**src/rtl/rbsi_pkg.sv**
```systemverilog
// Shared types and constants for the ray/box slab intersection block.
`default_nettype none
package rbsi_pkg;

  // Signed fixed-point coordinate and distance
  typedef logic signed [31:0] fix_t;
  // Difference of two coordinates, one bit wider
  typedef logic signed [32:0] diff_t;

  localparam fix_t TMax  = 32'sh7FFF_FFFF;
  localparam fix_t TMin  = 32'sh8000_0000;
  localparam fix_t TZero = 32'sh0000_0000;

  localparam int unsigned NumAxes = 3;
  localparam int unsigned ThrW    = 16;

  // Per-axis flags decided before the divisions
  typedef struct packed {
    logic par;      // direction counts as parallel
    logic in_slab;  // origin lies within the slab
  } axis_flags_t;

  typedef axis_flags_t [NumAxes-1:0] flags_t;

endpackage
`default_nettype wire

```
**src/rtl/rbsi_combine.sv**
```systemverilog
// Back stages: order slab distances, narrow the interval, decide the hit.
`default_nettype none
module rbsi_combine (
  input  wire logic                 clk_i,
  input  wire logic                 rst_ni,
  input  wire logic                 en_i,
  input  wire logic                 valid_i,
  input  wire rbsi_pkg::fix_t [2:0] qlo_i,
  input  wire rbsi_pkg::fix_t [2:0] qhi_i,
  input  wire rbsi_pkg::flags_t     flags_i,
  output logic                      valid_o,
  output logic                      hit_o,
  output logic [30:0]               dist_o
);
  import rbsi_pkg::*;

  logic        v1_q, v2_q, v3_q, v4_q;
  fix_t [2:0]  a_d, a_q, b_d, b_q;
  logic        ok_d, ok1_q, ok2_q, ok3_q;
  fix_t        l2_q, u2_q, az_q, bz_q;
  fix_t        l3_d, l3_q, u3_q;
  logic        hit_q;
  logic [30:0] dist_q;

  // Order each axis pair; parallel axes leave the interval alone
  always_comb begin
    ok_d = 1'b1;
    for (int a = 0; a < NumAxes; a++) begin
      if (flags_i[a].par) begin
        a_d[a] = TZero;
        b_d[a] = TMax;
        ok_d   = ok_d & flags_i[a].in_slab;
      end else if (qlo_i[a] > qhi_i[a]) begin
        a_d[a] = qhi_i[a];
        b_d[a] = qlo_i[a];
      end else begin
        a_d[a] = qlo_i[a];
        b_d[a] = qhi_i[a];
      end
    end
  end

  // Clamp lower bound at zero after the last axis
  always_comb begin
    l3_d = (l2_q > az_q) ? l2_q : az_q;
    if (l3_d < TZero) begin
      l3_d = TZero;
    end
  end

  always_ff @(posedge clk_i or negedge rst_ni) begin
    if (!rst_ni) begin
      v1_q <= 1'b0;
      v2_q <= 1'b0;
      v3_q <= 1'b0;
      v4_q <= 1'b0;
    end else if (en_i) begin
      v1_q <= valid_i;
      v2_q <= v1_q;
      v3_q <= v2_q;
      v4_q <= v3_q;
    end
  end

  always_ff @(posedge clk_i) begin
    if (en_i) begin
      a_q    <= a_d;
      b_q    <= b_d;
      ok1_q  <= ok_d;
      l2_q   <= (a_q[0] > a_q[1]) ? a_q[0] : a_q[1];
      u2_q   <= (b_q[0] < b_q[1]) ? b_q[0] : b_q[1];
      az_q   <= a_q[2];
      bz_q   <= b_q[2];
      ok2_q  <= ok1_q;
      l3_q   <= l3_d;
      u3_q   <= (u2_q < bz_q) ? u2_q : bz_q;
      ok3_q  <= ok2_q;
      hit_q  <= ok3_q && (l3_q <= u3_q);
      dist_q <= (ok3_q && (l3_q <= u3_q)) ? l3_q[30:0] : 31'd0;
    end
  end

  assign valid_o = v4_q;
  assign hit_o   = hit_q;
  assign dist_o  = dist_q;

endmodule
`default_nettype wire

```
**config.mk**
```make
export PLATFORM = sky130hd
export DESIGN_NAME = rbsi_combine
export DESIGN_NICKNAME = d
export VERILOG_FILES = /design/src/rtl/rbsi_pkg.sv /design/src/rtl/rbsi_combine.sv
export SDC_FILE = /design/constraint.sdc
export NUM_CORES = 1
export LEC_CHECK = 0
export ABC_AREA = 0
export ABC_CLOCK_PERIOD_IN_PS = 3100
export CAP_MARGIN = 20
export CORE_MARGIN = 2
export CORE_UTILIZATION = 45
export CTS_CLUSTER_SIZE = 40
export DETAILED_ROUTE_END_ITERATION = 10
export DONT_BUFFER_PORTS = 1
export MAX_ROUTING_LAYER = met4
export SETUP_SLACK_MARGIN = 0.4
export SLEW_MARGIN = 10
export SYNTH_ARGS = -nofsm -noshare
export SYNTH_HDL_FRONTEND = slang
export SYNTH_SLANG_ARGS = --single-unit
```
**constraint.sdc**
```tcl
create_clock -name clk_i -period 3.1 [get_ports clk_i]
set_clock_uncertainty 0.1 [all_clocks]
set_input_delay 0.155 -clock clk_i [delete_from_list [all_inputs] [get_ports clk_i]]
set_output_delay 0.155 -clock clk_i [all_outputs]
set_load 0.1 [all_outputs]
```
# == Word-level counts from Yosys, hierarchy flattened ==
# Cells that the tools add are included.
# word_totals
rom_bits,0
memories,0
output_inout_bits,33
in_bits,202
latch_bits,0
register_bits,423
ramBits,0
wordCells,46
# classes
n_div,0
muxes,13
order_cmp,9
n_mul,0
n_reduce_logical,1
bitwise_logic,2
eq_ne,0
n_shift,0
n_addsub,0
# op_table
op,n
two-way mux 32 bit,10
greater-than comparator 32 bit,5
less-than comparator 32 bit,2
<= comparator 32 bit,1
less-than comparator 32 x 1 -> 1 bit (second input constant),1
two-way mux 1 bit,3
bitwise AND 1 bit,2
logical AND 1 bit,1

# == Logic depth before layout (Yosys ltp) ==
# logic_depth
depth_word,5
depth_mapped,11
depth_no_buf,9

# == Worst setup path after synthesis ==
# No wires, ideal clock.
# synth_path
path_type,register to register
startpoint,register u2_q[28]
endpoint,register u3_q[10] (data pin)
setup_ps,260
t_arrival_ps,2423
t_required_ps,2740
path_stages_with_launch,10
setup_slack_ps,317
n_path_buf,1
period_less_slack_ps,2783
cell_sequence,edfxtp_1 > ha_1 > and4_1 > nand3_1 > nor2_1 > a2111oi_0 > o211ai_1 > a311oi_2 > buf_4 > mux2_2
# synth_between
elab_chain_len,2
# synth_rtl
element,line_no,rtl
"start, declared",rbsi_combine.sv:20,"fix_t l2_q, u2_q, az_q, bz_q;"
"start signal, assigned",rbsi_combine.sv:71,u2_q <= (b_q[0] < b_q[1]) ? b_q[0] : b_q[1];
less-than comparator 32 bit,rbsi_combine.sv:76,u3_q <= (u2_q < bz_q) ? u2_q : bz_q;
two-way mux 32 bit,rbsi_combine.sv:76,
"end signal, assigned",rbsi_combine.sv:76,
"end, declared",rbsi_combine.sv:21,"fix_t l3_d, l3_q, u3_q;"
# No other way between the ends.
# A chain may end at the register's enable or synchronous reset.

# == Final worst setup path ==
# layout_path
startpoint,input port qhi_i[27] (netlist name)
endpoint,register b_q[0] (netlist name) (data pin)
# layout_between
elab_chain_len,2
# layout_rtl
element,line_no,rtl
"start, declared",rbsi_combine.sv:9,"input wire rbsi_pkg::fix_t [2:0] qhi_i,"
greater-than comparator 32 bit,rbsi_combine.sv:33,end else if (qlo_i[a] > qhi_i[a]) begin
two-way mux 32 bit,rbsi_combine.sv:33,
"end signal, assigned",rbsi_combine.sv:68,b_q <= b_d;
"end, declared",rbsi_combine.sv:18,"fix_t [2:0] a_d, a_q, b_d, b_q;"
# No other way between the ends.

==> impl_metrics.tcl <==
set metrics [dict create \
    status "finished, violations left" \
    violated_checks "hold timing, slew limit" \
    drt-initial-drc-count 1327 \
    yosys_warnings 0 \
    net_count_synth 2538 \
    die_area_um2 56500 \
    ys_ff_latch 423 \
    finish.utilization_pct 60.6 \
    ctsLongestPathBuffers 3 \
    depth_of_the_worst_register_to_register_path 13 \
    report.final.slew_viol_count 331 \
    worstPathBufferInverterCount 6 \
    asyncSetResetFlopFracSynth_pct 0.946 \
    fin_setup_tns_ns 0 \
    pin_count 235 \
    drc 0 \
    cp-start-kind "input port" \
    dr.pass1.iters 5 \
    global_route.overflow_total 0 \
    grt_usage_pct 24.9 \
    largest_fanout_on_the_critical_path 16 \
    power.share.switching_pct 29.9 \
    placementRows 85 \
    clock.fmax_mhz 323 \
    synth_largest_area_cell "sky130_fd_sc_hd__edfxtp_1" \
    dieWidth_um 238 \
    post_detailed_routing_wire_length_um 70100 \
    min_path_type "in2reg" \
    netlist_top_cells_area "sky130_fd_sc_hd__edfxtp_1 (51%), sky130_fd_sc_hd__ha_1 (13%), sky130_fd_sc_hd__mux2i_1 (5.4%), sky130_fd_sc_hd__inv_1 (4.6%), sky130_fd_sc_hd__mux2_2 (4.4%)" \
    path_clk_slew_ns 0.06 \
    power.sequential.fraction_pct 43.2 \
    multi_input_comb_area_um2 11700 \
    die-height_um 238 \
    vias_per_cell 5.58 \
    areaGrowthSynthToFinish_pct 32.9 \
    synth_sequential_area_ratio_pct 51.6 \
    finalPower_mw 19.1 \
    floorplan_core_area_um2 53900 \
    crit_path_end_kind "flip-flop" \
    drt-wirelength-per-cell_um 21.7 \
    synth.lib_cells_used.distinct 56 \
    cts-buffers-inserted 46 \
    grt_pass1_vias 18400 \
    tritoncts "done" \
    floorplan.initialDensity_pct 45.6 \
    power.combinational.fraction_pct 28.5 \
    register_area_um2 12700 \
    netlist_area_um2 24600 \
    cp_num_cells 13 \
    hold_path_depth 0 \
    nets 2954 \
    cts.sinks 423 \
    clkPwrFrac_pct 28.4 \
    port_buffers 0 \
    cp_data_arrival_time_ns 3.32 \
    max-vdd-ir-drop_mv 0.380 \
    crit_path_cell_trace "dlygate4sd3_1, inv_1, ha_1, nand4_1, inv_1, a21oi_1, o211ai_1, a21oi_2, buf_4, mux2i_4, buf_12, o32a_1, dlygate4sd3_1" \
    timing_hold_violations_final 30 \
    grt_antenna_before_repair 2 \
    cts_max_level 2 \
    stdcell_area_um2 32700 \
    num-fill-cells 4090 \
    netSwitchingPower_mw 5.71 \
    cell_internal_pwr_mw 13.4 \
    layout-drive-gt1-share_pct 15.7 \
    post-route-min-period_ns 3.09 \
    gp_congestion 0.895 \
    setup-violations-final 0 \
    critical_path.top_delay_family "buffers and inverters" \
    timing.max_slew.rel_slack_pct -48.8 \
    global_route_wire_length_before_repair_um 104000 \
    postSynthCellCount 2082 \
    clock_tree.root_cell "sky130_fd_sc_hd__clkbuf_16" \
    number_of_synthesized_flops_with_an_enable_pin 419 \
    tightestPinTransition_ns 2.23 \
    crit_type "in2reg" \
    timing.final.crit_share_pct 99.8 \
    worst_path_largest_cell_delay_ns 0.57 \
    synth.top_cell.area_share_pct 51.2 \
    post_route_worst_hold_slack_ns -0.344 \
    antenna_left 0 \
    power_per_standard_cell_area_nw_per_um2 585 \
    syn_area_per_cell_um2 11.8 \
    crit_required_ns 3.32 \
    dominantRegCellSynth "sky130_fd_sc_hd__edfxtp_1" \
    drv_cap 0 \
    p_leak_nw 14.3 \
    route.vias.total 18000 \
    detailed_place.area_um2 25700 \
    dp_hpwl_um 45400 \
    clkLatencyLatePin_ns 0.59 \
    rsz0062_at_grt "true" \
    cpMaxStageDelayCell "sky130_fd_sc_hd__dlygate4sd3_1" \
    grt_max_degree 424 \
]
kinds of logic after synthesis:
logic type      Yosys count  synth area share [%]
compound gates          347                  9.94
fa+ha+maj               254                  12.9
buf+inv                 382                  6.30
flops                   423                  51.6
mux                     234                  10.0
other cells               1                0.0152
simple gates            441                  9.22
power by group through the flow:
| stage | Combinational, mW | Clock (mW) | Sequential [mW] |
|---|---|---|---|
| detailed placement | 3.65 | 0 | 8.31 |
| global placement | 3.49 | 0 | 8.32 |
| global route | 5.86 | 5.76 | 8.31 |
| floorplan | 2.74 | 0 | 8.01 |
| CTS | 5.00 | 5.54 | 8.21 |
| finish | 5.44 | 5.43 | 8.26 |
worst register-to-register path, delay by kind of cell (launching register included):
kind	cells	cell delay [ns]
buf+inv	5	0.65
mux	2	0.50
fa+ha+maj	1	0.20
flops	1	0.44
compound gates	5	0.87
worst paths after layout:
check	from	to	slack, ns
max in group asynchronous	rst_ni	v2_q	2.43
min in group asynchronous	rst_ni	v3_q	0.30
hold reg to reg	b_q[68]	bz_q[4]	0.32
setup reg to reg	b_q[38]	u2_q[9]	0.08
setup / recovery	qhi_i[27]	b_q[0]	0.007
hold / removal	en_i	a_q[37]	-0.34
area by class of cell:
class | count | area share [%]
Antenna cell | 4 | 0.0306
Clock buffer | 51 | 3.58
Clock inverter | 34 | 0.938
Inverter | 301 | 3.46
Multi-Input combinational cell | 1279 | 35.7
Sequential cell | 423 | 38.8
Tap cell | 696 | 2.66
Timing Repair Buffer | 447 | 14.8
sequential cells by signal, summed over array words and instances, names as in the netlist:
name,flops
ok1_q,1
b_q,96
v3_q,1
hit_o,1
ok2_q,1
az_q,32
a_q,96
u2_q,32
dist_o,31
valid_o,1
ok3_q,1
l3_q,32
v1_q,1
u3_q,32
v2_q,1
l2_q,32
bz_q,32
layout by cell type, fill, tap and decap left out, drive strengths merged, types with 4 or more instances in the layout:
cell type    netlist  layout
mux2i            132     132
nand2b           132     132
clkbuf            38      55
a21oi             95      95
dlygate4sd3        0     330
a2111oi            4       4
buf               43     112
and4               7       7
a31oi             34      34
o211ai            11      11
o21ai             36      36
nand2             51      51
a211oi             9       9
nor2             148     148
ha               254     254
nor2b             10      10
a221oi             4       4
clkinvlp           0       6
nand3             10      10
bufinv             0       4
and2               4       4
nor3               9       9
a22o              62      62
inv              301     305
a211o              7       7
mux2             102     104
diode              0       4
dfrtp              4       4
a2bb2oi           30      30
nor4               8       8
edfxtp           419     419
nand4             52      52
clkinv             0      20
a21o              33      33
through the flow:
stage / cells / hold slack [ns] / setup slack, ns
6_report: 3235 / -0.344 / 0.00693
5_1_grt: 3234 / -0.385 / -0.0330
4_1_cts: 3208 / -0.411 / 0.0492
3_5_place_dp: 2751 / -0.241 / -0.276
3_3_place_gp: 2751 / -0.241 / -0.202
2_1_floorplan: 2082 / -0.241 / 0.317
metal layers:
layer	GRT usage (%)	vias up	wire length, µm
met1	30.4	8727	28700
met5	-	-	0
li1	-	8429	-
met3	2.98	218	3470
met4	11.4	0	3610
met2	41.4	665	34300
cell usage after synthesis (11+ instances only):
master                      number
sky130_fd_sc_hd__edfxtp_1      419
sky130_fd_sc_hd__inv_1         301
sky130_fd_sc_hd__ha_1          254
sky130_fd_sc_hd__nor2_1        148
sky130_fd_sc_hd__mux2i_1       132
sky130_fd_sc_hd__nand2b_1      132
sky130_fd_sc_hd__mux2_2         97
sky130_fd_sc_hd__a21oi_1        95
sky130_fd_sc_hd__a22o_1         62
sky130_fd_sc_hd__nand4_1        52
sky130_fd_sc_hd__nand2_1        51
sky130_fd_sc_hd__clkbuf_1       38
sky130_fd_sc_hd__o21ai_0        34
sky130_fd_sc_hd__a21o_1         33
sky130_fd_sc_hd__a2bb2oi_1      30
sky130_fd_sc_hd__a31oi_1        29
sky130_fd_sc_hd__buf_2          24
sky130_fd_sc_hd__buf_4          15
sky130_fd_sc_hd__o211ai_1       11
timing repair:
item                                    4_1_cts  5_1_grt
endpoints found under the hold margin       620      341
hold buffers                                332        1
resized for setup                           147       97
pin swaps                                    38       83
cloned                                       14        6
endpoints found under the setup margin      159      263
setup buffers                                26       16
No activity file was read; power rests on OpenSTA's default activity.
